[config.mk]
export PLATFORM = sky130hd
export DESIGN_NAME = priority_ordered_slot_queue
export DESIGN_NICKNAME = d
export VERILOG_FILES = /design/src/hw/rtl/posq_pkg.sv /design/src/hw/rtl/posq_mem.sv /design/src/hw/rtl/posq_ctrl.sv /design/src/hw/rtl/priority_ordered_slot_queue.sv
export SDC_FILE = /design/constraint.sdc
export NUM_CORES = 1
export LEC_CHECK = 0
export ABC_CLOCK_PERIOD_IN_PS = 4650
export BUFFER_PORTS_ARGS = -buffer_cell sky130_fd_sc_hd__buf_2
export CAP_MARGIN = 20
export CORE_MARGIN = 8
export CORE_UTILIZATION = 50
export CTS_CLUSTER_SIZE = 24
export DETAILED_ROUTE_END_ITERATION = 12
export HOLD_SLACK_MARGIN = 0.02
export PLACE_DENSITY = 0.7
export SLEW_MARGIN = 20
export SYNTH_ARGS = -nofsm -noshare
export SYNTH_HDL_FRONTEND = slang
export SYNTH_SLANG_ARGS = --single-unit
[constraint.sdc]
create_clock -name i_clk -period 4.65 [get_ports i_clk]
set_clock_uncertainty 0.1 [all_clocks]
set_input_delay 0.93 -clock i_clk [delete_from_list [all_inputs] [get_ports i_clk]]
set_output_delay 0.93 -clock i_clk [all_outputs]
set_load 0.05 [all_outputs]
[src/hw/rtl/posq_pkg.sv]
// posq_pkg: shared item types, command and status codes for the slot queue
`timescale 1ns / 1ps

package posq_pkg;

    // command codes
    localparam logic [1:0] CMD_ENQ  = 2'd0;
    localparam logic [1:0] CMD_DEQ  = 2'd1;
    localparam logic [1:0] CMD_PEEK = 2'd2;

    // status codes
    localparam logic [1:0] ST_OK    = 2'd0;
    localparam logic [1:0] ST_EMPTY = 2'd1;
    localparam logic [1:0] ST_FULL  = 2'd2;

    // one stored time slot, 27 bits
    typedef struct packed {
        logic [2:0] day;
        logic [4:0] sh;
        logic [5:0] sm;
        logic [4:0] eh;
        logic [5:0] em;
        logic [1:0] lvl;
    } t_slot;

    // input item
    typedef struct packed {
        logic [1:0] command;
        logic [2:0] day_code;
        logic [4:0] start_hour;
        logic [5:0] start_minute;
        logic [4:0] end_hour;
        logic [5:0] end_minute;
        logic [1:0] level;
    } t_in_item;

    // result item
    typedef struct packed {
        logic [1:0] status;
        logic       entry_valid;
        logic [2:0] out_day;
        logic [4:0] out_start_hour;
        logic [5:0] out_start_minute;
        logic [4:0] out_end_hour;
        logic [5:0] out_end_minute;
        logic [1:0] out_level;
        logic [4:0] occupancy;
    } t_out_item;

endpackage

[src/hw/rtl/posq_mem.sv]
// posq_mem: slot storage, one write port and one registered read port
`timescale 1ns / 1ps

module posq_mem #(
    parameter int QUEUE_DEPTH = 16,
    parameter int AW          = 4
) (
    input  logic                  i_clk,
    input  logic                  i_we,
    input  logic [AW-1:0]         i_waddr,
    input  posq_pkg::t_slot       i_wdata,
    input  logic [AW-1:0]         i_raddr,
    output posq_pkg::t_slot       o_rdata
);

    posq_pkg::t_slot r_mem [QUEUE_DEPTH];
    posq_pkg::t_slot r_rdata;

    // write port
    always_ff @(posedge i_clk) begin
        if (i_we) begin
            r_mem[i_waddr] <= i_wdata;
        end
    end

    // read port, registered
    always_ff @(posedge i_clk) begin
        r_rdata <= r_mem[i_raddr];
    end

    assign o_rdata = r_rdata;

endmodule

[src/hw/rtl/posq_ctrl.sv]
// posq_ctrl: command sequencer, ring pointers and sorted insert over the slot memory
`timescale 1ns / 1ps

module posq_ctrl #(
    parameter int QUEUE_DEPTH = 16,
    parameter int AW          = 4,
    parameter int CW          = 5
) (
    input  logic                  i_clk,
    input  logic                  i_rst_n,
    // command side
    input  logic                  i_in_valid,
    input  posq_pkg::t_in_item    i_in_item,
    output logic                  o_busy,
    // result side
    output logic                  o_res_valid,
    output posq_pkg::t_out_item   o_res,
    input  logic                  i_res_taken,
    // memory
    output logic                  o_mem_we,
    output logic [AW-1:0]         o_mem_waddr,
    output posq_pkg::t_slot       o_mem_wdata,
    output logic [AW-1:0]         o_mem_raddr,
    input  posq_pkg::t_slot       i_mem_rdata
);

    localparam logic [2:0] S_IDLE = 3'd0;
    localparam logic [2:0] S_HEAD = 3'd1;
    localparam logic [2:0] S_SCAN = 3'd2;
    localparam logic [2:0] S_PUT  = 3'd3;
    localparam logic [2:0] S_OUT  = 3'd4;

    localparam logic [AW:0] DEPTH_W = (AW+1)'(QUEUE_DEPTH);

    logic [2:0]            r_state, n_state;
    logic [CW-1:0]         r_count, n_count;
    logic [AW-1:0]         r_head,  n_head;
    logic [AW-1:0]         r_idx,   n_idx;
    logic [1:0]            r_cmd,   n_cmd;
    posq_pkg::t_slot       r_entry, n_entry;
    posq_pkg::t_out_item   r_res,   n_res;

    logic                  in_accept;
    logic                  is_full;
    logic                  is_empty;
    logic [AW-1:0]         count_lo;
    logic [AW-1:0]         head_m1;
    posq_pkg::t_slot       in_slot;
    posq_pkg::t_out_item   idle_res;

    // logical position to ring address
    function automatic logic [AW-1:0] f_phys(input logic [AW-1:0] head,
                                             input logic [AW-1:0] lidx);
        logic [AW:0] sum;
        sum = {1'b0, head} + {1'b0, lidx};
        if (sum >= DEPTH_W) begin
            sum = sum - DEPTH_W;
        end
        return sum[AW-1:0];
    endfunction

    // status and helpers
    assign in_accept = i_in_valid && (r_state == S_IDLE);
    assign o_busy    = (r_state != S_IDLE);
    assign is_full   = (r_count == CW'(QUEUE_DEPTH));
    assign is_empty  = (r_count == '0);
    assign count_lo  = r_count[AW-1:0];
    assign head_m1   = (r_head == '0) ? AW'(QUEUE_DEPTH - 1) : r_head - 1'b1;

    // incoming item as a slot
    always_comb begin
        in_slot.day = i_in_item.day_code;
        in_slot.sh  = i_in_item.start_hour;
        in_slot.sm  = i_in_item.start_minute;
        in_slot.eh  = i_in_item.end_hour;
        in_slot.em  = i_in_item.end_minute;
        in_slot.lvl = i_in_item.level;
        idle_res        = '0;
        idle_res.status = posq_pkg::ST_OK;
    end

    // sequencer: head read, tail-down shift scan, single insert write
    always_comb begin
        n_state     = r_state;
        n_count     = r_count;
        n_head      = r_head;
        n_idx       = r_idx;
        n_cmd       = r_cmd;
        n_entry     = r_entry;
        n_res       = r_res;
        o_mem_we    = 1'b0;
        o_mem_waddr = r_head;
        o_mem_wdata = r_entry;
        o_mem_raddr = r_head;
        unique case (r_state)
            S_IDLE: begin
                if (in_accept) begin
                    n_cmd   = i_in_item.command;
                    n_entry = in_slot;
                    n_res   = idle_res;
                    case (i_in_item.command) inside
                        posq_pkg::CMD_ENQ: begin
                            if (is_full) begin
                                n_res.status = posq_pkg::ST_FULL;
                                n_state      = S_OUT;
                            end else if (is_empty) begin
                                o_mem_we    = 1'b1;
                                o_mem_waddr = r_head;
                                o_mem_wdata = in_slot;
                                n_count     = r_count + 1'b1;
                                n_state     = S_OUT;
                            end else begin
                                n_state = S_HEAD;
                            end
                        end
                        posq_pkg::CMD_DEQ, posq_pkg::CMD_PEEK: begin
                            if (is_empty) begin
                                n_res.status = posq_pkg::ST_EMPTY;
                                n_state      = S_OUT;
                            end else begin
                                n_state = S_HEAD;
                            end
                        end
                        default: begin
                            n_state = S_OUT;
                        end
                    endcase
                end
            end
            S_HEAD: begin
                if (r_cmd == posq_pkg::CMD_ENQ) begin
                    if (r_entry.lvl <= i_mem_rdata.lvl) begin
                        // goes in front: move the head back one place
                        o_mem_we    = 1'b1;
                        o_mem_waddr = head_m1;
                        n_head      = head_m1;
                        n_count     = r_count + 1'b1;
                        n_state     = S_OUT;
                    end else if (r_count == CW'(1)) begin
                        o_mem_we    = 1'b1;
                        o_mem_waddr = f_phys(r_head, AW'(1));
                        n_count     = r_count + 1'b1;
                        n_state     = S_OUT;
                    end else begin
                        // start at the tail, fetch the last entry
                        n_idx       = count_lo;
                        o_mem_raddr = f_phys(r_head, count_lo - 1'b1);
                        n_state     = S_SCAN;
                    end
                end else begin
                    n_res.entry_valid      = 1'b1;
                    n_res.out_day          = i_mem_rdata.day;
                    n_res.out_start_hour   = i_mem_rdata.sh;
                    n_res.out_start_minute = i_mem_rdata.sm;
                    n_res.out_end_hour     = i_mem_rdata.eh;
                    n_res.out_end_minute   = i_mem_rdata.em;
                    n_res.out_level        = i_mem_rdata.lvl;
                    if (r_cmd == posq_pkg::CMD_DEQ) begin
                        n_head  = f_phys(r_head, AW'(1));
                        n_count = r_count - 1'b1;
                    end
                    n_state = S_OUT;
                end
            end
            S_SCAN: begin
                // data holds position idx-1; write lands at idx, read goes to idx-2
                o_mem_we    = 1'b1;
                o_mem_waddr = f_phys(r_head, r_idx);
                if (i_mem_rdata.lvl > r_entry.lvl) begin
                    o_mem_wdata = i_mem_rdata;
                    n_idx       = r_idx - 1'b1;
                    o_mem_raddr = f_phys(r_head, r_idx - 1'b1 - 1'b1);
                    if (r_idx == AW'(2)) begin
                        n_state = S_PUT;
                    end
                end else begin
                    o_mem_wdata = r_entry;
                    n_count     = r_count + 1'b1;
                    n_state     = S_OUT;
                end
            end
            S_PUT: begin
                o_mem_we    = 1'b1;
                o_mem_waddr = f_phys(r_head, r_idx);
                o_mem_wdata = r_entry;
                n_count     = r_count + 1'b1;
                n_state     = S_OUT;
            end
            S_OUT: begin
                if (i_res_taken) begin
                    n_state = S_IDLE;
                end
            end
            default: begin
                n_state = S_IDLE;
            end
        endcase
    end

    // control registers
    always_ff @(posedge i_clk) begin
        if (!i_rst_n) begin
            r_state <= S_IDLE;
            r_count <= '0;
            r_head  <= '0;
        end else begin
            r_state <= n_state;
            r_count <= n_count;
            r_head  <= n_head;
        end
    end

    // payload registers
    always_ff @(posedge i_clk) begin
        r_idx   <= n_idx;
        r_cmd   <= n_cmd;
        r_entry <= n_entry;
        r_res   <= n_res;
    end

    // result with occupancy after the command
    always_comb begin
        o_res           = r_res;
        o_res.occupancy = 5'(r_count);
    end
    assign o_res_valid = (r_state == S_OUT);

    a_count_range: assert property (@(posedge i_clk) disable iff (!i_rst_n)
        r_count <= CW'(QUEUE_DEPTH))
        else $error("entry count above queue depth");

    a_scan_idx: assert property (@(posedge i_clk) disable iff (!i_rst_n)
        (r_state == S_SCAN) |-> (r_idx >= AW'(2)))
        else $error("shift scan reached the head position");

    a_full_status: assert property (@(posedge i_clk) disable iff (!i_rst_n)
        (r_state == S_OUT && r_res.status == posq_pkg::ST_FULL) |-> is_full)
        else $error("full reported on a queue with room");

    a_empty_status: assert property (@(posedge i_clk) disable iff (!i_rst_n)
        (r_state == S_OUT && r_res.status == posq_pkg::ST_EMPTY) |-> is_empty)
        else $error("empty reported on a queue with entries");

    a_deq_count: assert property (@(posedge i_clk) disable iff (!i_rst_n)
        (r_state == S_HEAD && r_cmd == posq_pkg::CMD_DEQ)
            |=> (r_count == $past(r_count) - 1'b1))
        else $error("dequeue did not drop the count by one");

endmodule

[src/hw/rtl/priority_ordered_slot_queue.sv]
// priority_ordered_slot_queue: top level with sequencer, slot memory and output register
`timescale 1ns / 1ps
//
// Bounded priority queue of time slots, kept sorted by level (lower is more urgent).
// Command channel: i_in_valid / o_in_stall carry one t_in_item (enqueue, dequeue, peek).
// Result channel: o_out_valid / i_out_stall carry one t_out_item for every command.
// Entries live in a ring in one memory with a registered read port; dequeue only
// advances the head pointer, and an entry that sorts to the front moves it back.
// Path from the accepted command to the output register, by kind of command:
//   full, empty or unused command, and enqueue into an empty queue: straight to the result
//   dequeue, peek, and enqueue that lands at the front or right after the head: a head read
//   enqueue that moves tail entries up by one: head read, shift scan from the tail, insert
// The tail shift is the bound: one memory read and one write per cycle per entry moved.
// The next command is taken once the sequencer is back in idle.
// One command is in work at a time; o_in_stall is high from accept until the result
// moves into the output register, so a new command may be taken while the previous
// result still waits there. A stalled receiver holds the result steady and, once the
// next result is ready, holds the sequencer too.
// Reset empties the queue; memory contents are not cleared and are never read unwritten.

module priority_ordered_slot_queue #(
    parameter int QUEUE_DEPTH = 16
) (
    input  logic                  i_clk,
    input  logic                  i_rst_n,
    input  logic                  i_in_valid,
    output logic                  o_in_stall,
    input  posq_pkg::t_in_item    i_in_item,
    output logic                  o_out_valid,
    input  logic                  i_out_stall,
    output posq_pkg::t_out_item   o_out_item
);

    localparam int AW = $clog2(QUEUE_DEPTH);
    localparam int CW = $clog2(QUEUE_DEPTH + 1);

    logic                  busy;
    logic                  res_valid;
    logic                  res_taken;
    posq_pkg::t_out_item   res;
    logic                  mem_we;
    logic [AW-1:0]         mem_waddr;
    posq_pkg::t_slot       mem_wdata;
    logic [AW-1:0]         mem_raddr;
    posq_pkg::t_slot       mem_rdata;
    logic                  r_out_valid;
    posq_pkg::t_out_item   r_out_item;

    posq_ctrl #(
        .QUEUE_DEPTH (QUEUE_DEPTH),
        .AW          (AW),
        .CW          (CW)
    ) u_ctrl (
        .i_clk       (i_clk),
        .i_rst_n     (i_rst_n),
        .i_in_valid  (i_in_valid),
        .i_in_item   (i_in_item),
        .o_busy      (busy),
        .o_res_valid (res_valid),
        .o_res       (res),
        .i_res_taken (res_taken),
        .o_mem_we    (mem_we),
        .o_mem_waddr (mem_waddr),
        .o_mem_wdata (mem_wdata),
        .o_mem_raddr (mem_raddr),
        .i_mem_rdata (mem_rdata)
    );

    posq_mem #(
        .QUEUE_DEPTH (QUEUE_DEPTH),
        .AW          (AW)
    ) u_mem (
        .i_clk   (i_clk),
        .i_we    (mem_we),
        .i_waddr (mem_waddr),
        .i_wdata (mem_wdata),
        .i_raddr (mem_raddr),
        .o_rdata (mem_rdata)
    );

    // output register takes a result when empty or being drained
    assign res_taken = res_valid && (!r_out_valid || !i_out_stall);

    always_ff @(posedge i_clk) begin
        if (!i_rst_n) begin
            r_out_valid <= 1'b0;
        end else if (res_taken) begin
            r_out_valid <= 1'b1;
        end else if (!i_out_stall) begin
            r_out_valid <= 1'b0;
        end
    end

    always_ff @(posedge i_clk) begin
        if (res_taken) begin
            r_out_item <= res;
        end
    end

    assign o_in_stall  = busy;
    assign o_out_valid = r_out_valid;
    assign o_out_item  = r_out_item;

endmodule
---- After elaboration in Yosys (flattened, before gate mapping) ----
Memory sizes are Yosys's and may differ from the RTL's. A register that Yosys moved wholly into a read port is not among the register bits.
Index checks and enable logic that the tools add are counted.
storage, ports and cells
  register bits after elaboration ......... 111
  RAM bits ................................ 432
  word-level logic and storage cells ...... 168
  memories kept ........................... 1
memories
  name         depth  width  rd ports  clocked after Yosys merged registers in  wr ports  line            RTL
  u_mem.r_mem  16     27     1         1                                        1         posq_mem.sv:16  posq_pkg::t_slot r_mem [QUEUE_DEPTH];
cells by class
  add/subtract/negate cells ............... 14
  $lt $le $gt $ge ......................... 6
  equal/unequal tests ..................... 26
  muxes and demuxes ....................... 69
  reduce and logical (&&, ||, !) cells .... 23
operator list
  operator               count
  $mux W27               5
  $mux W4                19
  $pmux W28 S2           1
  $pmux W27 S2           1
  $mux W5                9
  $mux W3                11
  $mux W33               1
  $sub A4 B1 Y4 const B  8
  $mux W28               1
  $pmux W4 S2            3
  $ge A5 B5 Y1 const B   4
  $pmux W5 S4            1
  $add A4 B4 Y5          3
  $pmux W3 S5            1
  $ne A2 B2 Y1 const B   7
  $mux W1                12
  $ne A2 B1 Y1 const B   6
  $reduce_and A3 Y1      3
  $reduce_and A8 Y1      1
  $eq A3 B2 Y1 const B   2
  $mux W2                3
  $reduce_bool A2 Y1     3
  $add A4 B1 Y5 const B  1
  $add A5 B1 Y5 const B  1
  other kinds (26)       31

---- Depth between registers and ports, before layout ----
Gate-level depths: netlist (run 1).
  word-level depth ........................ 8
  gate-level depth with buffers ........... 14
  mapped depth without buffers ............ 12

---- Hierarchy ----
A second synthesis (run 1) with hierarchy kept.
unflattened totals
  cells, all modules ...................... 1185
  area total of the unflattened synthesis .. 22491.6 um2
by module, submodules not included
  module                       instances  cells an instance  area each (um2)
  posq_mem                     1          710                16892.5
  posq_ctrl                    1          436                4509.3
  priority_ordered_slot_queue  1          39                 1089.8

---- Worst setup path before layout (run 1) ----
Ideal clock, no wire load.
  path kind ............................... flip-flop to flip-flop
  start point ............................. register u_ctrl.r_state[2]
  end point ............................... register u_ctrl.r_res, in the netlist u_ctrl.o_res[10], enable pin
  setup time .............................. 454 ps
  arrival ................................. 3526 ps
  required time ........................... 4096 ps
  setup slack ............................. 570 ps
  cell stages (with the launch flop) ...... 6
  buffers on the path ..................... 1
  clock period less this slack ............ 4080 ps
  path through ............................ dfxtp_1 -> buf_1 -> nor3_1 -> inv_1 -> o21ai_0 -> nor3b_1
between the ends
  cells in the longest elaborated chain, start to end .. 4
  elaborated cells on any way between the ends .. 7
  classes of those cells .................. eq/ne: 3; reduce/logical: 4
ends and longest elaborated chain
  element                                 line                              RTL
  from (decl)                             posq_ctrl.sv:35                   logic [2:0] r_state, n_state;
  from (signal assigned)                  posq_ctrl.sv:207                  r_state <= n_state;
  $logic_not A3 Y1                        posq_ctrl.sv:63, posq_ctrl.sv:95
  $logic_and A1 B1 Y1                     posq_ctrl.sv:63                   assign in_accept = i_in_valid && (r_state == S_IDLE);
  $ne A2 B1 Y1 (no source line)           n/a
  $reduce_and A3 Y1 (no source line) (*)  n/a
  to (signal assigned)                    posq_ctrl.sv:218                  r_res <= n_res;
  to (decl)                               posq_ctrl.sv:41                   posq_pkg::t_out_item r_res, n_res;
Every way passes the cells marked *; elsewhere a longest branch is shown, timed or not.
A chain may end at the register's enable or synchronous reset.

---- Worst setup path after layout (run 1) ----
  start point ............................. register u_ctrl.r_count[1]
  end point ............................... memory u_mem.r_mem[8][14] in the netlist's numbering, enable pin
between the ends
  cells in the longest elaborated chain, start to end .. 8
  elaborated cells on any way between the ends .. 17
  classes of those cells .................. eq/ne: 2; mux: 14; reduce/logical: 1
ends and longest elaborated chain
  element                        line              RTL
  from (decl)                    posq_ctrl.sv:36   logic [CW-1:0] r_count, n_count;
  from (signal assigned)         posq_ctrl.sv:208  r_count <= n_count;
  $logic_not A5 Y1               posq_ctrl.sv:66   assign is_empty = (r_count == '0);
  $mux W1                        posq_ctrl.sv:106  end else if (is_empty) begin
  $mux W1                        posq_ctrl.sv:103  if (is_full) begin
  $mux W1                        posq_ctrl.sv:101  case (i_in_item.command) inside
  $mux W1                        posq_ctrl.sv:97   if (in_accept) begin
  $pmux W1 S3                    posq_ctrl.sv:95   unique case (r_state)
  $mux W1                        posq_mem.sv:21    if (i_we) begin
  $mux W1 (not written as such)  posq_mem.sv:22    r_mem[i_waddr] <= i_wdata;
  to (decl)                      posq_mem.sv:16
Parallel ways exist; a longest one is shown, timed or not.

==> results of run 1 <==
[final cells by class]
cell class / count / share of cell area
Sequential cell: 570 / 0.631
Multi-Input combinational cell: 771 / 0.232
Clock buffer: 62 / 0.0537
Timing Repair Buffer: 117 / 0.0321
Tap cell: 607 / 0.0287
Clock inverter: 41 / 0.0163
Inverter: 45 / 0.00637
[metal layers]
layer,wire length (µm),track usage,up-vias
met5,0,0,-
met4,1550,0.0667,0
met3,4760,0.0347,121
met2,25900,0.323,639
met1,22600,0.274,6748
li1,-,-,5948
[flip-flops by register name, indices dropped and copies added (netlist names)]
register        count
o_out_item         35
o_out_valid         1
u_ctrl.o_res       30
u_ctrl.r_cmd        2
u_ctrl.r_count      5
u_ctrl.r_entry     27
u_ctrl.r_head       4
u_ctrl.r_idx        4
u_ctrl.r_state      3
u_mem.o_rdata      27
u_mem.r_mem       432
[cells by family after synthesis]
logic type,count (synthesis)
DFF,570
and+or+nand+nor,324
muxes,244
AOI/OAI and AO/OA,159
buffers and inverters,137
adders and majority gates,24
xor gates and xnor gates,20
[power groups by stage]
stage	Clock [mW]	Combinational, mW	Sequential [mW]
after floorplan	0	1.22	7.04
after global placement	0	2.17	6.75
after detailed placement	0	2.22	6.78
after CTS	4.61	2.23	6.67
after global routing	4.80	2.43	6.71
final	4.54	2.25	6.67
[final timing paths]
check	from	endpoint	slack [ns]	depth (start not counted)
max	u_ctrl.r_count[1]$_SDFFE_PN0P_	u_mem.r_mem[8][14]$_DFFE_PP_	0.59	10
min reg2reg	u_ctrl.o_res[23]$_SDFFCE_PN0P_	o_out_item[23]$_DFFE_PP_	0.32	0
max reg2reg	u_ctrl.r_count[1]$_SDFFE_PN0P_	u_mem.r_mem[8][14]$_DFFE_PP_	0.59	10
min	u_ctrl.o_res[23]$_SDFFCE_PN0P_	o_out_item[23]$_DFFE_PP_	0.32	0
[through the flow]
step | hold slack [ns] | instance area, µm² | utilization | std cells
5_1_grt | 0.328 | 26500 | 0.573 | 2213
3_5_place_dp | 0.307 | 24600 | 0.532 | 2109
4_1_cts | 0.319 | 26500 | 0.572 | 2212
6_report | 0.319 | 26500 | 0.573 | 2213
2_1_floorplan | 0.300 | 23300 | - | 1478
3_3_place_gp | 0.301 | 24600 | 0.532 | 2109
[cell usage in the layout, fill, tap and decap left out, types with 16 or more instances in the layout]
master,n
nor2_4,16
buf_2,69
nand2_1,39
o2111ai_1,53
buf_4,37
edfxtp_1,530
xnor2_1,16
mux2_1,37
ha_1,21
nor2_1,26
a222oi_1,25
dfxtp_1,40
mux2i_1,192
and2_1,35
clkbuf_16,56
inv_1,44
nand3_1,164
a21oi_1,16
==> flow_summary.json, run 1 <==
{
  "outcome": "completed",
  "grt_first_pass_wirelength_mm": 81.8,
  "worst_ep_arrival_time_ns": 4.25,
  "relSlewSlack": 0.260,
  "leakage_nw": 8.49,
  "p_sw_frac": 0.278,
  "die_area_um2": 53800,
  "ant_nets": 0,
  "crit_fanout": 14,
  "worst_pin_slew_ns": 1.11,
  "seq_power_share": 0.495,
  "regArea_um2": 16700,
  "crit_path_end_kind": "register",
  "synth_ff_type": "edfxtp_1",
  "post_cts_buffers": 0,
  "muxShareOfSynthArea": 0.107,
  "slew_violations": 0,
  "criticalPathCategory": "register to register",
  "drcViolationCount": 0,
  "power_density_nw_per_um2": 508,
  "yosys.area_share.simple": 0.0708,
  "fin_setup_tns_ns": 0,
  "gp_congestion": 0.874,
  "wirelength_mm": 54.8,
  "clock_sinks": 570,
  "wire_per_inst_um": 24.8,
  "hp-class": "register to register",
  "fp.dieH_um": 232,
  "grt_usage": 0.200,
  "grt-ovfl-total": 0,
  "cp_slowest_cell": "or4b_1",
  "clk_pin_slew_ns": 0.06,
  "ys_types": 69,
  "required_ns": 4.84,
  "synth_edf_count": 530,
  "synthArstFlopShare": 0,
  "viasPerCell": 6.08,
  "synthTopCellsByArea": "edfxtp_1 (68%), mux2i_1 (8.2%), nand3_1 (3.5%), dfxtp_1 (3.4%), o2111ai_1 (2.0%)",
  "cts.root.buffer_cell": "clkbuf_16",
  "worstSkewPairLatency_ns": 0.60,
  "synth_adder_area_share": 0.0138,
  "rsz0062_at_grt": "no",
  "finalHoldViolCount": 0,
  "synth_top_cell_by_area": "edfxtp_1",
  "numCtsBuffers": 55,
  "p_sw_mw": 3.74,
  "nNetsFinal": 1617,
  "diodes": 0,
  "grt_pass1_vias": 13200,
  "ir_worst_vdd_mv": 0.451,
  "cts_tree": "built",
  "num_io_pins": 70,
  "p_total_mw": 13.5,
  "postCtsHoldBufs": 0,
  "yosysWarningCount": 0,
  "yosysMostFrequentCell": "edfxtp_1",
  "combPwrFrac": 0.167,
  "fin_crit_sh": 0.874,
  "drt-initial-drc-count": 1558,
  "preCtsSetupSlack_ns": 0.610,
  "synth_xor_area_frac": 0.00783,
  "vias": 13500,
  "hpwl_mm": 30.8,
  "fillers": 3502,
  "crit_chain": "inv_1 -> ha_1 -> or4b_1 -> a31oi_2 -> a211oi_1 -> a211oi_1 -> a21boi_1 -> nand2b_1 -> nor2_4 -> buf_4",
  "yosysTopAreaCellShare": 0.682,
  "period_needed_ns": 4.06,
  "ctsResizeCount": 0,
  "multi_input_area_um2": 6150,
  "syn2layout_area_growth_pct": 13.6,
  "coreArea_um2": 46300,
  "die_x_um": 232,
  "fmax_mhz": 246,
  "grt_max_degree": 109,
  "start_kind": "register",
  "drive_gt1_frac": 0.156,
  "antenna_found_initial": 0,
  "fin_ws_ns": 0.586,
  "htree_levels": 2,
  "syn_nets": 1535,
  "cp_top_family": "simple AND/OR/NAND/NOR gates",
  "first_pass_iters": 8,
  "num_rows": 79,
  "portBuffers": 69,
  "p_int_mw": 9.72,
  "critPathMaxStageDelay_ns": 0.61,
  "setup_viol": 0,
  "synth_top_family_by_area": "multiplexers",
  "netlist_instances": 1478,
  "crit_buf_inv": 2,
  "syn_area_um2": 23300,
  "syn_area_per_cell_um2": 15.8,
  "synthTopCellsByCount": "edfxtp_1 (530), mux2i_1 (192), nand3_1 (165)",
  "power_frac_clock": 0.337,
  "critPathMostFrequentCell": "a211oi_1",
  "ys_ff_latch": 570,
  "initial_utilization": 0.504,
  "yosysSeqAreaShare": 0.716,
  "synth-compound-area-share": 0.0559,
  "clk_path_buf_depth": 3,
  "cap_violations": 0
}
(Power assumes the default switching activity.)
==> run 2: changes to the inputs <==
--- a/config.mk
+++ b/config.mk
@@ -6,14 +6,14 @@
 export NUM_CORES = 1
 export LEC_CHECK = 0
 export ABC_CLOCK_PERIOD_IN_PS = 4650
-export BUFFER_PORTS_ARGS = -buffer_cell sky130_fd_sc_hd__buf_2
 export CAP_MARGIN = 20
 export CORE_MARGIN = 8
 export CORE_UTILIZATION = 50
 export CTS_CLUSTER_SIZE = 24
 export DETAILED_ROUTE_END_ITERATION = 12
+export DONT_BUFFER_PORTS = 1
 export HOLD_SLACK_MARGIN = 0.02
-export PLACE_DENSITY = 0.7
+export PLACE_DENSITY = 0.74
 export SLEW_MARGIN = 20
 export SYNTH_ARGS = -nofsm -noshare
 export SYNTH_HDL_FRONTEND = slang
==> flow_summary.json, run 2 (synthesis gave the netlist of run 1 again) <==
{
  "ir_worst_vdd_mv": 0.401,
  "crit_path_end_kind": "register",
  "seq_power_share": 0.537,
  "hpwl_mm": 31.4,
  "period_needed_ns": 4.02,
  "post_cts_buffers": 0,
  "die_x_um": 232,
  "start_kind": "register",
  "grt-ovfl-total": 0,
  "drive_gt1_frac": 0.116,
  "crit_fanout": 27,
  "rsz0062_at_grt": "no",
  "worst_ep_arrival_time_ns": 4.12,
  "num_io_pins": 70,
  "clk_pin_slew_ns": 0.06,
  "syn2layout_area_growth_pct": 11.9,
  "worstSkewPairLatency_ns": 0.61,
  "finalNonFillerCells": 2150,
  "top_register": "u_mem.r_mem",
  "ctsResizeCount": 0,
  "first_pass_iters": 8,
  "nNetsFinal": 1554,
  "leakage_nw": 8.19,
  "cts.root.buffer_cell": "clkbuf_16",
  "numCtsBuffers": 54,
  "criticalPathCategory": "register to register",
  "hp-class": "primary input to register",
  "power_density_nw_per_um2": 503,
  "antenna_found_initial": 1,
  "fin_ws_ns": 0.629,
  "power_frac_clock": 0.325,
  "required_ns": 4.75,
  "htree_levels": 2,
  "finalHoldViolCount": 0,
  "slew_violations": 0,
  "ant_nets": 0,
  "dp_cells": 2047,
  "ff2ff_path_depth": 9,
  "grt_usage": 0.193,
  "fp.dieH_um": 232,
  "drcViolationCount": 0,
  "place_area_um2": 24300,
  "gp_congestion": 0.890,
  "fin_crit_sh": 0.865,
  "initial_utilization": 0.504,
  "min_delay_path_depth": 0,
  "final_common_cell": "edfxtp_1",
  "postLayoutCellArea_um2": 26100,
  "final_cell_mix": "edfxtp_1 (530), mux2i_1 (192), nand3_1 (164)",
  "clk_path_buf_depth": 3,
  "wire_per_inst_um": 24.5,
  "relSlewSlack": 0.232,
  "preCtsSetupSlack_ns": 0.651,
  "postCtsHoldBufs": 0,
  "wirelength_mm": 52.7,
  "p_sw_mw": 3.66,
  "viasPerCell": 6.05,
  "drt-initial-drc-count": 1287,
  "cts_tree": "built",
  "worst_pin_slew_ns": 1.15,
  "p_sw_frac": 0.279,
  "grt_pass1_vias": 12900,
  "num_rows": 79,
  "cap_violations": 0,
  "combPwrFrac": 0.138,
  "grt_max_degree": 109,
  "vias": 13000,
  "clock_sinks": 570,
  "setup_viol": 0,
  "outcome": "completed",
  "portBuffers": 0,
  "fin_setup_tns_ns": 0,
  "die_area_um2": 53800,
  "largest_reg_flops": 432,
  "p_int_mw": 9.47,
  "coreArea_um2": 46300,
  "fmax_mhz": 249,
  "grt_first_pass_wirelength_mm": 79.4
}
run 2: final timing paths:
| kind | from | endpoint | slack, ns |
|---|---|---|---|
| setup / recovery | u_ctrl.r_count[1]$_SDFFE_PN0P_ | u_mem.r_mem[10][22]$_DFFE_PP_ | 0.63 |
| hold / removal | i_in_item[17] | u_ctrl.r_entry[17]$_DFFE_PP_ | 0.31 |
| setup reg to reg | u_ctrl.r_count[1]$_SDFFE_PN0P_ | u_mem.r_mem[10][22]$_DFFE_PP_ | 0.63 |
| hold reg to reg | u_ctrl.o_res[8]$_SDFFCE_PN0P_ | o_out_item[8]$_DFFE_PP_ | 0.31 |
run 2: cell type report:
type	count	area (µm²)
fill	3459	20200
clock buffer	75	1480
inverter	45	169
clock inverter	23	240
sequential	570	16700
antenna	4	10.0
multi-input combinational	771	6150
timing repair buffer	55	571
tap	607	759
run 2: through the flow:
stage / utilization / power [mW] / hold slack, ns
after global routing: 0.564 / 13.6 / 0.292
after global placement: 0.526 / 8.84 / 0.302
final: 0.564 / 13.1 / 0.312
after detailed placement: 0.526 / 8.94 / 0.305
after CTS: 0.563 / 13.2 / 0.284
after floorplan: - / 8.26 / 0.300
run 2: routing by layer:
metal	share of wire	track usage
met4	0.030	0.0661
met3	0.075	0.0330
met5	0	0
met2	0.49	0.320
met1	0.41	0.256
run 2: worst max-delay path, stage by stage, from the launching register on:
cell,delay [ns]
dfxtp_1,0.38
inv_1,0.13
ha_1,0.17
or4b_1,0.59
a31oi_2,0.36
a211oi_1,0.15
a211oi_1,0.31
a21boi_1,0.26
nand2b_1,0.27
nor2_4,0.90
run 2: power by group through the flow:
stage | sequential, mW | combinational [mW] | clock [mW]
floorplan | 7.04 | 1.22 | 0
global placement | 7.13 | 1.71 | 0
detailed placement | 7.17 | 1.77 | 0
CTS | 7.06 | 1.78 | 4.33
global route | 7.09 | 1.97 | 4.51
finish | 7.05 | 1.81 | 4.27
==> run 3: changes to the inputs <==
--- a/config.mk
+++ b/config.mk
@@ -5,6 +5,7 @@
 export SDC_FILE = /design/constraint.sdc
 export NUM_CORES = 1
 export LEC_CHECK = 0
+export ABC_AREA = 1
 export ABC_CLOCK_PERIOD_IN_PS = 4650
 export CAP_MARGIN = 20
 export CORE_MARGIN = 8
==> flow_summary.json, run 3 <==
{
  "antenna_found_initial": 0,
  "cts.root.buffer_cell": "clkbuf_16",
  "slew_violations": 0,
  "initial_utilization": 0.508,
  "worst_pin_slew_ns": 1.13,
  "crit_fanout": 16,
  "hp-class": "primary input to register",
  "gp_congestion": 0.917,
  "clk_path_buf_depth": 3,
  "synth_edf_count": 530,
  "cap_violations": 0,
  "power_density_nw_per_um2": 559,
  "min_delay_path_depth": 0,
  "outcome": "completed",
  "clock_sinks": 570,
  "worst_ep_arrival_time_ns": 3.87,
  "criticalPathCategory": "register to register",
  "portBuffers": 0,
  "largest_reg_flops": 432,
  "coreArea_um2": 46700,
  "diodes": 0,
  "place_area_um2": 24500,
  "cts_tree": "built",
  "grt_max_degree": 217,
  "fin_ws_ns": 0.866,
  "hpwl_mm": 34.1,
  "p_total_mw": 14.7,
  "timing.hold.ws_ns": 0.311,
  "synth_ff_type": "edfxtp_1",
  "ant_nets": 0,
  "numCtsBuffers": 54,
  "grt_usage": 0.222,
  "post_cts_buffers": 0,
  "syn_area_per_cell_um2": 11.6,
  "top_register": "u_mem.r_mem",
  "grt_first_pass_wirelength_mm": 93.0,
  "syn2layout_area_growth_pct": 10.9,
  "worstSkewPairLatency_ns": 0.61,
  "die_x_um": 234,
  "rr_startpoint": "u_ctrl.r_state[0]$_SDFFE_PN0P_",
  "crit_path_end_kind": "register",
  "syn_nets": 2093,
  "ff2ff_path_depth": 10,
  "relSlewSlack": 0.247,
  "die_area_um2": 54600,
  "postCtsHoldBufs": 0,
  "start_kind": "register",
  "yosysMostFrequentCell": "nand3_1",
  "required_ns": 4.73,
  "reg2reg_setup_slack_ns": 0.87,
  "finalHoldViolCount": 0,
  "yosysSeqAreaShare": 0.705,
  "htree_levels": 2,
  "num_rows": 79,
  "min_to": "u_ctrl.r_entry[15]$_DFFE_PP_",
  "vias": 16100,
  "synthTopCellsByArea": "edfxtp_1 (67%), nand3_1 (12%), nand2_1 (7.5%), dfxtp_1 (3.4%), buf_2 (1.7%)",
  "synthTopCellsByCount": "nand3_1 (568), edfxtp_1 (530), nand2_1 (472)",
  "nNetsFinal": 2072,
  "grt_pass1_vias": 15800,
  "yosysTopAreaCellShare": 0.672,
  "setup_viol": 0,
  "num_io_pins": 70,
  "clk_pin_slew_ns": 0.06,
  "fmax_mhz": 264,
  "ctsResizeCount": 0,
  "fp.dieH_um": 234,
  "ir_worst_vdd_mv": 0.296,
  "ys_types": 41,
  "period_needed_ns": 3.78,
  "synth_top_cell_by_area": "edfxtp_1",
  "first_pass_iters": 8,
  "syn_area_um2": 23700,
  "holdCritStartpoint": "i_in_item[15]",
  "fin_crit_sh": 0.814,
  "viasPerCell": 6.02,
  "rsz0062_at_grt": "no",
  "preCtsSetupSlack_ns": 0.901,
  "wirelength_mm": 60.8,
  "leakage_nw": 9.65,
  "fin_setup_tns_ns": 0,
  "final_cell_mix": "nand3_1 (568), edfxtp_1 (530), nand2_1 (472)",
  "drt-initial-drc-count": 1999,
  "wire_per_inst_um": 22.8,
  "ys_ff_latch": 570,
  "drive_gt1_frac": 0.0815,
  "synthArstFlopShare": 0,
  "final_common_cell": "nand3_1",
  "netlist_instances": 2036,
  "grt-ovfl-total": 0,
  "yosysWarningCount": 0,
  "drcViolationCount": 0,
  "postLayoutCellArea_um2": 26300,
  "worstReg2RegEnd": "u_mem.r_mem[14][5]$_DFFE_PP_"
}
-- run 3: where the power goes --
group	switching (mW)	internal, mW
Sequential	0.632	6.90
Clock	1.87	2.44
Combinational	2.21	0.653
-- run 3: cells by family after synthesis --
logic type                 after synthesis  share of synthesized area
AOI/OAI and AO/OA                       91                     0.0233
xor gates and xnor gates                16                    0.00591
adders and majority gates               24                     0.0136
buffers and inverters                  207                     0.0385
DFF                                    570                      0.705
and+or+nand+nor                       1128                      0.213
-- run 3: stage by stage --
step / utilization / std cells
2_1_floorplan: - / 2036
4_1_cts: 0.563 / 2667
3_5_place_dp: 0.525 / 2565
5_1_grt: 0.563 / 2668
3_3_place_gp: 0.525 / 2565
6_report: 0.563 / 2668
-- run 3: worst max path at each step --
stage | from | endpoint | slack (ns) | cells past startpoint
detailed placement | u_ctrl.r_state[0]$_SDFFE_PN0P_ | u_mem.r_mem[12][5]$_DFFE_PP_ | 0.90 | 10
floorplan | u_ctrl.r_state[2]$_SDFFE_PN0P_ | u_mem.r_mem[4][0]$_DFFE_PP_ | 0.28 | 9
CTS | u_ctrl.r_state[0]$_SDFFE_PN0P_ | u_mem.r_mem[14][5]$_DFFE_PP_ | 0.90 | 10
finish | u_ctrl.r_state[0]$_SDFFE_PN0P_ | u_mem.r_mem[14][5]$_DFFE_PP_ | 0.87 | 10
global placement | u_ctrl.r_state[0]$_SDFFE_PN0P_ | u_mem.r_mem[13][5]$_DFFE_PP_ | 0.95 | 10
global route | u_ctrl.r_state[2]$_SDFFE_PN0P_ | u_mem.r_mem[1][7]$_DFFE_PP_ | 0.65 | 10
-- run 3: metal layers --
layer / part of all wire / global-route usage
met1: 0.39 / 0.295
met5: 0 / 0
met2: 0.46 / 0.350
met3: 0.11 / 0.0530
met4: 0.036 / 0.0903
-- run 3: area by class of cell --
class	instances	area (µm²)
Clock inverter	21	160
Tap cell	607	759
Timing Repair Buffer	43	473
Multi-Input combinational cell	1259	6240
Inverter	87	329
Clock buffer	81	1600
Fill cell	3699	20400
Sequential cell	570	16700
-- run 3: critical path: stages, from the launching register on --
cell and delay, ns:
dfxtp_1 0.46, nor2_1 0.14, inv_1 0.09, nor2_1 0.08, inv_1 0.48, nor2_4 0.04
nand3_1 0.23, clkinv_1 0.68, buf_4 0.49, a22oi_1 0.16, nand2_1 0.39
